### src/sv/rag_pkg.sv
`default_nettype none

package rag_pkg;

   // Default operand width; the result fields have fixed widths.
   localparam int OPERAND_BITS_DEF = 16;
   localparam int RESULT_NUM_BITS  = 32;
   localparam int RESULT_DEN_BITS  = 31;

   typedef enum logic [1:0] {
      MODE_ADD = 2'd0,
      MODE_SUB = 2'd1,
      MODE_MUL = 2'd2,
      MODE_DIV = 2'd3
   } mode_type;

   typedef enum logic [3:0] {
      ST_IDLE,
      ST_MUL0,
      ST_MUL1,
      ST_MUL2,
      ST_SUM,
      ST_GCD_CHECK,
      ST_GCD_WAIT,
      ST_QNUM_GO,
      ST_QNUM_WAIT,
      ST_QDEN_GO,
      ST_QDEN_WAIT,
      ST_OUT
   } state_type;

endpackage

`default_nettype wire

### src/sv/rag_req_if.sv
`default_nettype none

interface rag_req_if
   import rag_pkg::*;
#(
   parameter int OPERAND_BITS = OPERAND_BITS_DEF
);
   logic                           valid;
   logic                           ready;
   logic [1:0]                     mode;
   logic signed [OPERAND_BITS-1:0] left_num;
   logic signed [OPERAND_BITS-1:0] left_den;
   logic signed [OPERAND_BITS-1:0] right_num;
   logic signed [OPERAND_BITS-1:0] right_den;

   modport source (
      output valid, mode, left_num, left_den, right_num, right_den,
      input  ready
   );

   modport sink (
      input  valid, mode, left_num, left_den, right_num, right_den,
      output ready
   );
endinterface

`default_nettype wire

### src/sv/rag_rsp_if.sv
`default_nettype none

interface rag_rsp_if
   import rag_pkg::*;
();
   logic                              valid;
   logic                              ready;
   logic signed [RESULT_NUM_BITS-1:0] result_num;
   logic signed [RESULT_DEN_BITS-1:0] result_den;

   modport source (
      output valid, result_num, result_den,
      input  ready
   );

   modport sink (
      input  valid, result_num, result_den,
      output ready
   );
endinterface

`default_nettype wire

### src/sv/rag_div.sv
`default_nettype none

// Bit-serial signed divider with truncating quotient and a remainder that
// takes the sign of the dividend. One quotient bit is resolved per cycle.
module rag_div #(
   parameter int WIDTH = 34
) (
   input  wire logic                    clock,
   input  wire logic                    reset,
   input  wire logic                    start,
   input  wire logic signed [WIDTH-1:0] dividend,
   input  wire logic signed [WIDTH-1:0] divisor,
   output logic                         done,
   output logic signed [WIDTH-1:0]      quotient,
   output logic signed [WIDTH-1:0]      remainder
);

   localparam int CW = $clog2(WIDTH + 1);

   logic [CW-1:0]    cnt_ff, cnt_in;
   logic             done_ff, done_in;
   logic             neg_q_ff, neg_r_ff;
   logic [WIDTH-1:0] quo_ff, quo_in;
   logic [WIDTH-1:0] rem_ff, rem_in;
   logic [WIDTH-1:0] mag_b_ff;
   logic [WIDTH-1:0] mag_a;
   logic [WIDTH-1:0] mag_b;
   logic [WIDTH:0]   trial;
   logic [WIDTH:0]   diff;

   assign mag_a = dividend[WIDTH-1] ? WIDTH'(-dividend) : WIDTH'(dividend);
   assign mag_b = divisor[WIDTH-1]  ? WIDTH'(-divisor)  : WIDTH'(divisor);

   always_comb begin
      trial   = {rem_ff, quo_ff[WIDTH-1]};
      diff    = trial - {1'b0, mag_b_ff};
      cnt_in  = cnt_ff;
      quo_in  = quo_ff;
      rem_in  = rem_ff;
      done_in = 1'b0;
      if (start) begin
         cnt_in = CW'(WIDTH);
         quo_in = mag_a;
         rem_in = '0;
      end else if (cnt_ff != '0) begin
         cnt_in = cnt_ff - CW'(1);
         quo_in = {quo_ff[WIDTH-2:0], ~diff[WIDTH]};
         rem_in = diff[WIDTH] ? trial[WIDTH-1:0] : diff[WIDTH-1:0];
         done_in = (cnt_ff == CW'(1));
      end
   end

   always_ff @(posedge clock) begin
      if (reset) begin
         cnt_ff  <= '0;
         done_ff <= 1'b0;
      end else begin
         cnt_ff  <= cnt_in;
         done_ff <= done_in;
      end
      quo_ff <= quo_in;
      rem_ff <= rem_in;
      if (start) begin
         mag_b_ff <= mag_b;
         neg_q_ff <= dividend[WIDTH-1] ^ divisor[WIDTH-1];
         neg_r_ff <= dividend[WIDTH-1];
      end
   end

   assign done      = done_ff;
   assign quotient  = neg_q_ff ? -$signed(quo_ff) : $signed(quo_ff);
   assign remainder = neg_r_ff ? -$signed(rem_ff) : $signed(rem_ff);

endmodule

`default_nettype wire

### src/sv/rational_arith_gcd_reduce.sv
`default_nettype none

// Channel   Direction  Contents
// req_ch    in         mode, left_num, left_den, right_num, right_den
// rsp_ch    out        result_num, result_den
//
// The bit-serial divider is shared by every Euclid remainder step and by
// the two final divisions.
// Reset is synchronous and active high; it returns the sequencer to idle and
// drops the result valid. A new request is taken as soon as the sequencer is
// idle, even while the previous result still waits in the output register;
// a stalled output only holds the sequencer in its last state.
module rational_arith_gcd_reduce
   import rag_pkg::*;
#(
   parameter int OPERAND_BITS = OPERAND_BITS_DEF
) (
   input  wire logic clock,
   input  wire logic reset,
   rag_req_if.sink   req_ch,
   rag_rsp_if.source rsp_ch
);

   // Internal width: the cross-multiplied sum needs 2W+1 bits, and one more
   // keeps its magnitude representable inside the divider.
   localparam int W  = OPERAND_BITS;
   localparam int PW = 2 * OPERAND_BITS + 2;

   state_type state_ff, state_in;
   mode_type  op_ff;

   logic signed [W-1:0]  n1_ff, d1_ff, n2_ff, d2_ff;
   logic signed [PW-1:0] num_ff, p1_ff, den_ff;
   logic signed [PW-1:0] ga_ff, gb_ff;
   logic signed [PW-1:0] res_num_ff;

   logic signed [W-1:0]   mul_a, mul_b;
   logic signed [2*W-1:0] product;
   logic signed [PW-1:0]  product_ext;

   logic                 div_start;
   logic signed [PW-1:0] div_dividend, div_divisor;
   logic                 div_done;
   logic signed [PW-1:0] div_quo, div_rem;

   logic                              out_valid_ff;
   logic signed [RESULT_NUM_BITS-1:0] out_num_ff;
   logic signed [RESULT_DEN_BITS-1:0] out_den_ff;
   logic                              out_load;

   assign req_ch.ready = (state_ff == ST_IDLE);

   // The one shared multiplier; its product is registered in the multiply states.
   assign product     = mul_a * mul_b;
   assign product_ext = PW'(product);

   assign out_load = (state_ff == ST_OUT) && (!out_valid_ff || rsp_ch.ready);

   // Sequencer: next state plus the operand selection for the shared units.
   always_comb begin
      state_in     = state_ff;
      mul_a        = n1_ff;
      mul_b        = d2_ff;
      div_start    = 1'b0;
      div_dividend = ga_ff;
      div_divisor  = gb_ff;
      unique case (state_ff)
         ST_IDLE: begin
            if (req_ch.valid) state_in = ST_MUL0;
         end
         ST_MUL0: begin
            // Multiply pairs the numerators; every other mode uses n1*d2.
            mul_a    = n1_ff;
            mul_b    = (op_ff == MODE_MUL) ? n2_ff : d2_ff;
            state_in = ST_MUL1;
         end
         ST_MUL1: begin
            mul_a    = n2_ff;
            mul_b    = d1_ff;
            state_in = ST_MUL2;
         end
         ST_MUL2: begin
            // Divide takes the right numerator into the denominator.
            mul_a    = d1_ff;
            mul_b    = (op_ff == MODE_DIV) ? n2_ff : d2_ff;
            state_in = ST_SUM;
         end
         ST_SUM: begin
            state_in = ST_GCD_CHECK;
         end
         ST_GCD_CHECK: begin
            // Euclid ends when the running divisor reaches zero; the last
            // nonzero value, sign included, is the gcd.
            if (gb_ff == '0) begin
               state_in = ST_QNUM_GO;
            end else begin
               div_start = 1'b1;
               state_in  = ST_GCD_WAIT;
            end
         end
         ST_GCD_WAIT: begin
            if (div_done) state_in = ST_GCD_CHECK;
         end
         ST_QNUM_GO: begin
            div_start    = 1'b1;
            div_dividend = num_ff;
            div_divisor  = ga_ff;
            state_in     = ST_QNUM_WAIT;
         end
         ST_QNUM_WAIT: begin
            if (div_done) state_in = ST_QDEN_GO;
         end
         ST_QDEN_GO: begin
            div_start    = 1'b1;
            div_dividend = den_ff;
            div_divisor  = ga_ff;
            state_in     = ST_QDEN_WAIT;
         end
         ST_QDEN_WAIT: begin
            if (div_done) state_in = ST_OUT;
         end
         ST_OUT: begin
            if (out_load) state_in = ST_IDLE;
         end
         default: begin
            state_in = ST_IDLE;
         end
      endcase
   end

   always_ff @(posedge clock) begin
      if (reset) begin
         state_ff <= ST_IDLE;
      end else begin
         state_ff <= state_in;
      end
   end

   // Datapath registers, written according to the sequencer state.
   always_ff @(posedge clock) begin
      unique case (state_ff)
         ST_IDLE: begin
            if (req_ch.valid) begin
               // A zero denominator on either operand counts as one.
               op_ff <= mode_type'(req_ch.mode);
               n1_ff <= req_ch.left_num;
               n2_ff <= req_ch.right_num;
               d1_ff <= (req_ch.left_den == '0) ? W'(1) : req_ch.left_den;
               d2_ff <= (req_ch.right_den == '0) ? W'(1) : req_ch.right_den;
            end
         end
         ST_MUL0: num_ff <= product_ext;
         ST_MUL1: p1_ff  <= product_ext;
         ST_MUL2: den_ff <= product_ext;
         ST_SUM: begin
            priority case (op_ff)
               MODE_ADD: begin
                  num_ff <= num_ff + p1_ff;
                  ga_ff  <= num_ff + p1_ff;
               end
               MODE_SUB: begin
                  num_ff <= num_ff - p1_ff;
                  ga_ff  <= num_ff - p1_ff;
               end
               default: begin
                  ga_ff <= num_ff;
               end
            endcase
            // A zero raw denominator (a divide by a zero-valued right operand)
            // becomes one.
            if (den_ff == '0) begin
               den_ff <= PW'(1);
               gb_ff  <= PW'(1);
            end else begin
               gb_ff <= den_ff;
            end
         end
         ST_GCD_WAIT: begin
            if (div_done) begin
               ga_ff <= gb_ff;
               gb_ff <= div_rem;
            end
         end
         ST_QNUM_WAIT: begin
            if (div_done) res_num_ff <= div_quo;
         end
         default: begin
         end
      endcase
   end

   // Output register: the denominator quotient is captured at the end of the
   // last division and held until the result can be loaded.
   logic signed [PW-1:0] res_den_ff;

   always_ff @(posedge clock) begin
      if (state_ff == ST_QDEN_WAIT && div_done) res_den_ff <= div_quo;
      if (out_load) begin
         out_num_ff <= RESULT_NUM_BITS'(res_num_ff);
         out_den_ff <= RESULT_DEN_BITS'(res_den_ff);
      end
      if (reset) begin
         out_valid_ff <= 1'b0;
      end else if (out_load) begin
         out_valid_ff <= 1'b1;
      end else if (rsp_ch.ready) begin
         out_valid_ff <= 1'b0;
      end
   end

   assign rsp_ch.valid      = out_valid_ff;
   assign rsp_ch.result_num = out_num_ff;
   assign rsp_ch.result_den = out_den_ff;

   rag_div #(
      .WIDTH (PW)
   ) u_div (
      .clock     (clock),
      .reset     (reset),
      .start     (div_start),
      .dividend  (div_dividend),
      .divisor   (div_divisor),
      .done      (div_done),
      .quotient  (div_quo),
      .remainder (div_rem)
   );

   // The divider is never started with a zero divisor.
   a_div_nonzero : assert property (@(posedge clock) disable iff (reset)
      div_start |-> (div_divisor != '0))
      else $error("divider started with a zero divisor");

   // A delivered result never carries a zero denominator.
   a_den_nonzero : assert property (@(posedge clock) disable iff (reset)
      out_valid_ff |-> (out_den_ff != '0))
      else $error("result denominator is zero");

   // An accepted request always starts the multiply sequence.
   a_accept_starts : assert property (@(posedge clock) disable iff (reset)
      (req_ch.valid && req_ch.ready) |=> (state_ff == ST_MUL0))
      else $error("accepted request did not start the sequence");

endmodule

`default_nettype wire
### src/flat_wrapper.sv
// flat-port wrapper written by rule: the top's interface ports become plain ports
module rational_arith_gcd_reduce_flat import rag_pkg::*;
#(
   parameter int OPERAND_BITS = OPERAND_BITS_DEF
)
  (clock, reset, req_ch_valid, req_ch_mode, req_ch_left_num, req_ch_left_den, req_ch_right_num, req_ch_right_den, req_ch_ready, rsp_ch_valid, rsp_ch_result_num, rsp_ch_result_den, rsp_ch_ready);
  rag_req_if #(.OPERAND_BITS(OPERAND_BITS)) req_ch_i ();
  rag_rsp_if rsp_ch_i ();
  input  wire logic clock;
  input  wire logic reset;
  input wire logic [$bits(req_ch_i.valid)-1:0] req_ch_valid;
  input wire logic [$bits(req_ch_i.mode)-1:0] req_ch_mode;
  input wire logic [$bits(req_ch_i.left_num)-1:0] req_ch_left_num;
  input wire logic [$bits(req_ch_i.left_den)-1:0] req_ch_left_den;
  input wire logic [$bits(req_ch_i.right_num)-1:0] req_ch_right_num;
  input wire logic [$bits(req_ch_i.right_den)-1:0] req_ch_right_den;
  output wire logic [$bits(req_ch_i.ready)-1:0] req_ch_ready;
  output wire logic [$bits(rsp_ch_i.valid)-1:0] rsp_ch_valid;
  output wire logic [$bits(rsp_ch_i.result_num)-1:0] rsp_ch_result_num;
  output wire logic [$bits(rsp_ch_i.result_den)-1:0] rsp_ch_result_den;
  input wire logic [$bits(rsp_ch_i.ready)-1:0] rsp_ch_ready;
  assign req_ch_i.valid = req_ch_valid;
  assign req_ch_i.mode = req_ch_mode;
  assign req_ch_i.left_num = req_ch_left_num;
  assign req_ch_i.left_den = req_ch_left_den;
  assign req_ch_i.right_num = req_ch_right_num;
  assign req_ch_i.right_den = req_ch_right_den;
  assign req_ch_ready = req_ch_i.ready;
  assign rsp_ch_valid = rsp_ch_i.valid;
  assign rsp_ch_result_num = rsp_ch_i.result_num;
  assign rsp_ch_result_den = rsp_ch_i.result_den;
  assign rsp_ch_i.ready = rsp_ch_ready;
  rational_arith_gcd_reduce #(.OPERAND_BITS(OPERAND_BITS)) u_core (.clock(clock), .reset(reset), .req_ch(req_ch_i), .rsp_ch(rsp_ch_i));
endmodule
### config.mk
export PLATFORM = sky130hd
export DESIGN_NAME = rational_arith_gcd_reduce_flat
export DESIGN_NICKNAME = d
export VERILOG_FILES = /design/src/sv/rag_pkg.sv /design/src/sv/rag_req_if.sv /design/src/sv/rag_rsp_if.sv /design/src/sv/rag_div.sv /design/src/sv/rational_arith_gcd_reduce.sv /design/src/flat_wrapper.sv
export SDC_FILE = /design/constraint.sdc
export NUM_CORES = 2
export LEC_CHECK = 0
export BUFFER_PORTS_ARGS = -buffer_cell sky130_fd_sc_hd__buf_2
export CAP_MARGIN = 20
export CORE_MARGIN = 4
export CORE_UTILIZATION = 45
export CTS_CLUSTER_DIAMETER = 100
export DETAILED_ROUTE_END_ITERATION = 12
export GPL_TIMING_DRIVEN = 1
export PLACE_DENSITY_LB_ADDON = 0.2
export SETUP_SLACK_MARGIN = 0.5
export SYNTH_ARGS = -nofsm -noshare
export SYNTH_HDL_FRONTEND = slang
export SYNTH_SLANG_ARGS = --single-unit
### constraint.sdc
create_clock -name clock -period 27.4 [get_ports clock]
set_input_delay 1.37 -clock clock [delete_from_list [all_inputs] [get_ports clock]]
set_output_delay 1.37 -clock clock [all_outputs]
set_load 0.02 [all_outputs]
# Word-level counts from Yosys, hierarchy flattened
# Cells that the tools add are included.
# word_totals
regBits	476
latchBits	0
ramBits	0
rom_bits	0
input_bits	70
out_inout_bits	65
elab_cells	114
memories	0
# classes
add_sub_neg	8
multipliers	1
n_div	0
magnitude_cmp	0
n_eq_ne	20
n_shift	0
n_mux	34
bitwise_logic	3
reduce_logical	23
# op_table
operator	n
one-hot mux 34 bit (2 select lines)	6
2-to-1 mux 34 bit	9
negation 34 bit	3
zero test 34 bit	2
one-hot mux 16 bit (3 select lines)	1
one-hot mux 4 bit (12 select lines)	1
subtractor 35 x 34 -> 35 bit	1
adder 34 x 32 -> 34 bit	1
subtractor 34 x 32 -> 34 bit	1
2-to-1 mux 33 bit	1
zero test 16 bit	2
multiplier 16 x 16 -> 32 bit	1
2-to-1 mux 16 bit	2
2-to-1 mux 32 bit	1
negation 32 bit	1
one-hot mux 16 bit (2 select lines)	1
2-to-1 mux 4 bit	5
equality test 4 x 3 -> 1 bit, second input constant	4
equality test 4 bit, second input constant	4
2-to-1 mux 6 bit	2
nonzero test 2 bit	5
equality test 4 x 2 -> 1 bit, second input constant	2
!= test 2 bit, second input constant	4
equality test 6 x 1 -> 1 bit, second input constant	1
other kinds (19)	28

# Depth between registers and ports, before layout
# depth
word_depth	5
depth_mapped	32
mapped_depth_nobuf	28

# Modules after synthesis
# A second synthesis with hierarchy kept.
# hier_totals
cells_unflattened	3629
area_unflattened_um2	36024.6
# by_module_without_submodules
mod	instances	cells_per_inst	area_each_um2	seq_area_each_um2
rational_arith_gcd_reduce	1	2569	27014.7	10910.5
rag_div	1	1060	9009.9	2922.8

# Worst setup path before layout
# No wires, ideal clock.
# synth_path
path_type	register to register
startpoint	register u_core.state_ff[1]
endpoint	register u_core.num_ff[32], data pin
setup_ns	0.282
arrival_ns	8.595
required_ns	27.118
path_slack_ns	18.523
path_stages_with_launch	31
n_path_buf	4
period_less_slack_ns	8.877
cell_sequence	dfxtp_1 > clkbuf_1 > nor2b_1 > clkbuf_1 > and2_0 > clkbuf_1 > a22oi_1 > nand2_1 > clkbuf_1 > nand2_1 > fa_1 > inv_1 > fa_1 > inv_1 > fa_1 > inv_1 > fa_1 > fa_1 > inv_1 > fa_1 > inv_1 > ha_1 > a21o_1 > a21oi_1 > o21bai_1 > o311a_1 > o21ai_1 > a21oi_1 > or4b_2 > a31oi_1 > a221oi_1
# synth_between
elab_chain_len	4
elab_cells_between_ends	8
classes_between	1 x mul; 4 x eq/ne; 3 x mux
# synth_rtl
item	line	source
from (decl)	rational_arith_gcd_reduce.sv:29	state_type state_ff, state_in;
from (signal assigned)	rational_arith_gcd_reduce.sv:135	state_ff <= state_in;
equality test 4 x 2 -> 1 bit or equality test 4 x 1 -> 1 bit (tied branches)	rational_arith_gcd_reduce.sv:67, rational_arith_gcd_reduce.sv:141	
one-hot mux 16 bit (3 select lines) or one-hot mux 16 bit (2 select lines) (tied branches)	rational_arith_gcd_reduce.sv:67	unique case (state_ff)
multiplier 16 x 16 -> 32 bit	rational_arith_gcd_reduce.sv:54	assign product = mul_a * mul_b;
one-hot mux 34 bit (2 select lines) *	rational_arith_gcd_reduce.sv:141	unique case (state_ff)
to (signal assigned)	rational_arith_gcd_reduce.sv:152	ST_MUL0: num_ff <= product_ext;
to (signal assigned)	rational_arith_gcd_reduce.sv:158	num_ff <= num_ff + p1_ff;
to (signal assigned)	rational_arith_gcd_reduce.sv:162	num_ff <= num_ff - p1_ff;
to (decl)	rational_arith_gcd_reduce.sv:33	logic signed [PW-1:0] num_ff, p1_ff, den_ff;
# Mark *: on every way between the ends. The rest lies on a longest branch, timed or not.
# A chain may end at the register's enable or synchronous reset.

# Final worst setup path
# Ends and elaborated chain as after synthesis.

==> results.md <==
- Status: finished, final reports clean
- GPL Wtd Cong: 0.915
- Total grt overflow: 0
- Slew HR: roughly a fifth
- CP Launch Type: register
- Nets: around 4200
- Synthesis Warnings: 0
- Dpl hpwl: 73800 um
- Max Slew Vio Count: 0
- Post-CTS setup-driven buffer insertion count: 0
- Synth Instances: between 3000 and 4000
- FP Rows: roughly 100
- Routed vias: between 20000 and 30000
- Clk slew on worst S/H paths: around 0.060 ns
- # DRC: 0
- Period utilization: approximately 34%
- Vias in the first global route: 26600
- IO buf count: 134
- Clock sinks: between 400 and 500
- Worst r2r src: u_core.state_ff[1]
- Die X: 292 um
- Antenna violations before repair: 0
- Syn_area_per_cell: between 9 and 10 um^2
- Area delta synth->final: 9.48%
- DRT antenna net count: 0
- Global-route wire length before repair: between 100000 and 150000 um
- CP dominant cell by count: fa_1
- Core Area: about 0.079 mm^2
- H-tree depth: 2
- Worst Path Required: around 28 ns
- Deepest clock path buffer count: 3
- Total global-route track usage: 21.7%
- Via-to-Cell Ratio: 5.47
- Drt first pass iters: 6
- Avg WL per Cell: between 15 and 20 um
- Max incr delay on CP: 0.87 ns
- Die Span Y: between 200 and 300 um
- Total wire length: ~93000 um
- Fin. Hold Viols: 0
- Largest net degree at the start of global routing: 80
- Max cap viols: 0
- Synth Flop Type: edfxtp_1
- Yosys cell types: 90
- F_max: about 110 MHz
- Yosys reg bits: 476
- I/O pins: 135
- Cell Area, Synth: about 0.036 mm^2
- Initial Utilization: a little under half
- CTS root buffer: clkbuf_16
- CP startpoint: u_core.state_ff[1]
- DIE AREA: roughly 0.085 mm^2
- Worst Setup End Kind: register
- WS Path Type: reg -> reg
- # setup viols final: 0
- Asr flop ratio synth: 0%
- Mapped Nets: between 4000 and 5000
- Drt initial violations: 1824
- Clock Skew: slightly above 0.06 ns
- Setup_tns: 0 ns
- CTS tree: built
- CP max FO: 36
- HP Class: reg -> reg
- Slew @ Worst Pin: 1.21 ns
- Ant diodes: 0
- Post_cts resized: 0
- Layout cells sized above 1: under 10%
- Period minus WS final: 9.30 ns
- Number of flops mapped to enable cells by yosys: between 400 and 500
- RSZ-0062 raised after global routing: no
- Hold path startpoint: u_core.res_den_ff[25]
- Clock latency on the worst-skew pair: approximately 0.63 ns
- Crit path DAT: 9.59 ns
- Cts hold-fix bufs: 0
- Register area share after synthesis: 38.1%
- Slowest stage cell, crit path: fa_1
- CTS buffer count: 53
## worst max-delay path, delay by kind of cell, from the launching register on
kind	cells	cell delay, ns
AO/OA/AOI/OAI	9	2.00
adder cells (fa/ha/maj)	7	3.75
buffers and inverters	5	0.75
flip-flops	1	0.31
AND/OR/NAND/NOR	5	2.12
## layer usage
| layer | vias up | track usage (%) | share of wire [%] | routed length (um) |
|---|---|---|---|---|
| li1 | 12900 | - | - | - |
| met5 | - | 0 | 0 | 0 |
| met3 | 202 | 2.05 | 4.6 | 4320 |
| met1 | 12600 | 28.8 | 44 | 40600 |
| met4 | 0 | 8.31 | 4.4 | 4100 |
| met2 | 734 | 36.9 | 47 | 44300 |
## cell type report
cell class	count	area [um^2]
fill	7361	39700
timing repair buffer	177	1000
multi-input combinational	2652	20400
sequential	476	13800
clock buffer	67	1390
inverter	380	1430
tap	1050	1310
clock inverter	33	322
## cell families (layout without fill, tap and decap cells)
kind of cell    Yosys count  after routing  synth area share [%]
fa+ha+maj               421            421                  20.0
simple gates           1130           1130                  14.2
buf+inv                 551            657                  5.74
mux                      95             95                  2.62
flops                   476            476                  38.1
compound gates          759            759                  13.3
xor+xnor                247            247                  5.96
## registers in the layout, indices dropped and copies added (netlist names), 6 cells and up
register / count
u_core.rsp_ch.result_num: 32
u_core.res_den_ff: 31
u_core.u_div.cnt_ff: 6
u_core.rsp_ch.result_den: 31
u_core.d1_ff: 16
u_core.u_div.quo_ff: 34
u_core.n2_ff: 16
u_core.res_num_ff: 32
u_core.d2_ff: 16
u_core.u_div.rem_ff: 34
u_core.den_ff: 34
u_core.gb_ff: 34
u_core.ga_ff: 34
u_core.u_div.mag_b_ff: 34
u_core.n1_ff: 16
u_core.num_ff: 34
u_core.p1_ff: 32
## metrics by stage
step,worst slack [ns],std cells,instance area [um^2],utilization (%),hold WS (ns)
finish,18.10,4835,39700,50.0,0.418
global route,17.54,4835,39700,50.0,0.426
CTS,18.11,4834,39700,50.0,0.418
detailed placement,18.20,4734,38000,47.9,0.405
global placement,18.31,4734,38000,47.9,0.403
floorplan,18.52,3679,36300,-,0.400
## cell usage after synthesis, types with 8 or more instances
library cell / count / area (um^2)
edfxtp_1: 430 / 12900
nand2_1: 435 / 1630
o21a_1: 24 / 180
nand3_1: 36 / 180
a21o_1: 55 / 413
o21ai_1: 17 / 85.1
dfxtp_1: 46 / 921
or4_1: 16 / 120
inv_1: 379 / 1420
clkbuf_1: 144 / 541
nor3_1: 62 / 310
ha_1: 157 / 1960
or2_2: 15 / 93.8
o41ai_1: 17 / 149
a21oi_1: 209 / 1050
nand4_1: 14 / 87.6
mux2i_1: 94 / 941
o211ai_1: 10 / 75.1
a22oi_1: 37 / 278
nor2_1: 344 / 1290
a211oi_1: 30 / 225
nand2b_1: 32 / 200
a31oi_1: 22 / 138
xnor2_1: 136 / 1190
o21ai_0: 201 / 1010
and3_1: 23 / 144
nor2b_1: 17 / 106
or3_1: 22 / 138
a22o_1: 17 / 149
fa_1: 264 / 5290
buf_1: 19 / 71.3
a21boi_0: 8 / 60.1
nand3b_1: 11 / 82.6
o31ai_1: 36 / 270
a222oi_1: 9 / 90.1
xor2_1: 111 / 972
and2_1: 22 / 138
nor4_1: 41 / 257
## path summary, 6_finish.rpt
kind	to	slack [ns]	cells after the start
worst max register to register	u_core.num_ff[32]	18.10	26
worst min register to register	u_core.rsp_ch.result_den[25]	0.42	0
worst max-delay path	u_core.num_ff[32]	18.10	26
worst min-delay path	u_core.rsp_ch.result_den[25]	0.42	0
## placed cells by master (no fill, tap or decap), drive strengths merged, types with 67 or more instances in the layout
cell type,synthesis,final
a21oi,209,209
buf,27,177
clkbuf,144,67
edfxtp,430,430
fa,264,264
ha,157,157
inv,380,384
mux2i,94,94
nand2,435,435
nor2,344,344
o21ai,220,220
xnor2,136,136
xor2,111,111
Power is not shown: default switching activity piles up to over one toggle a cycle in this logic, so the estimate is an artifact.
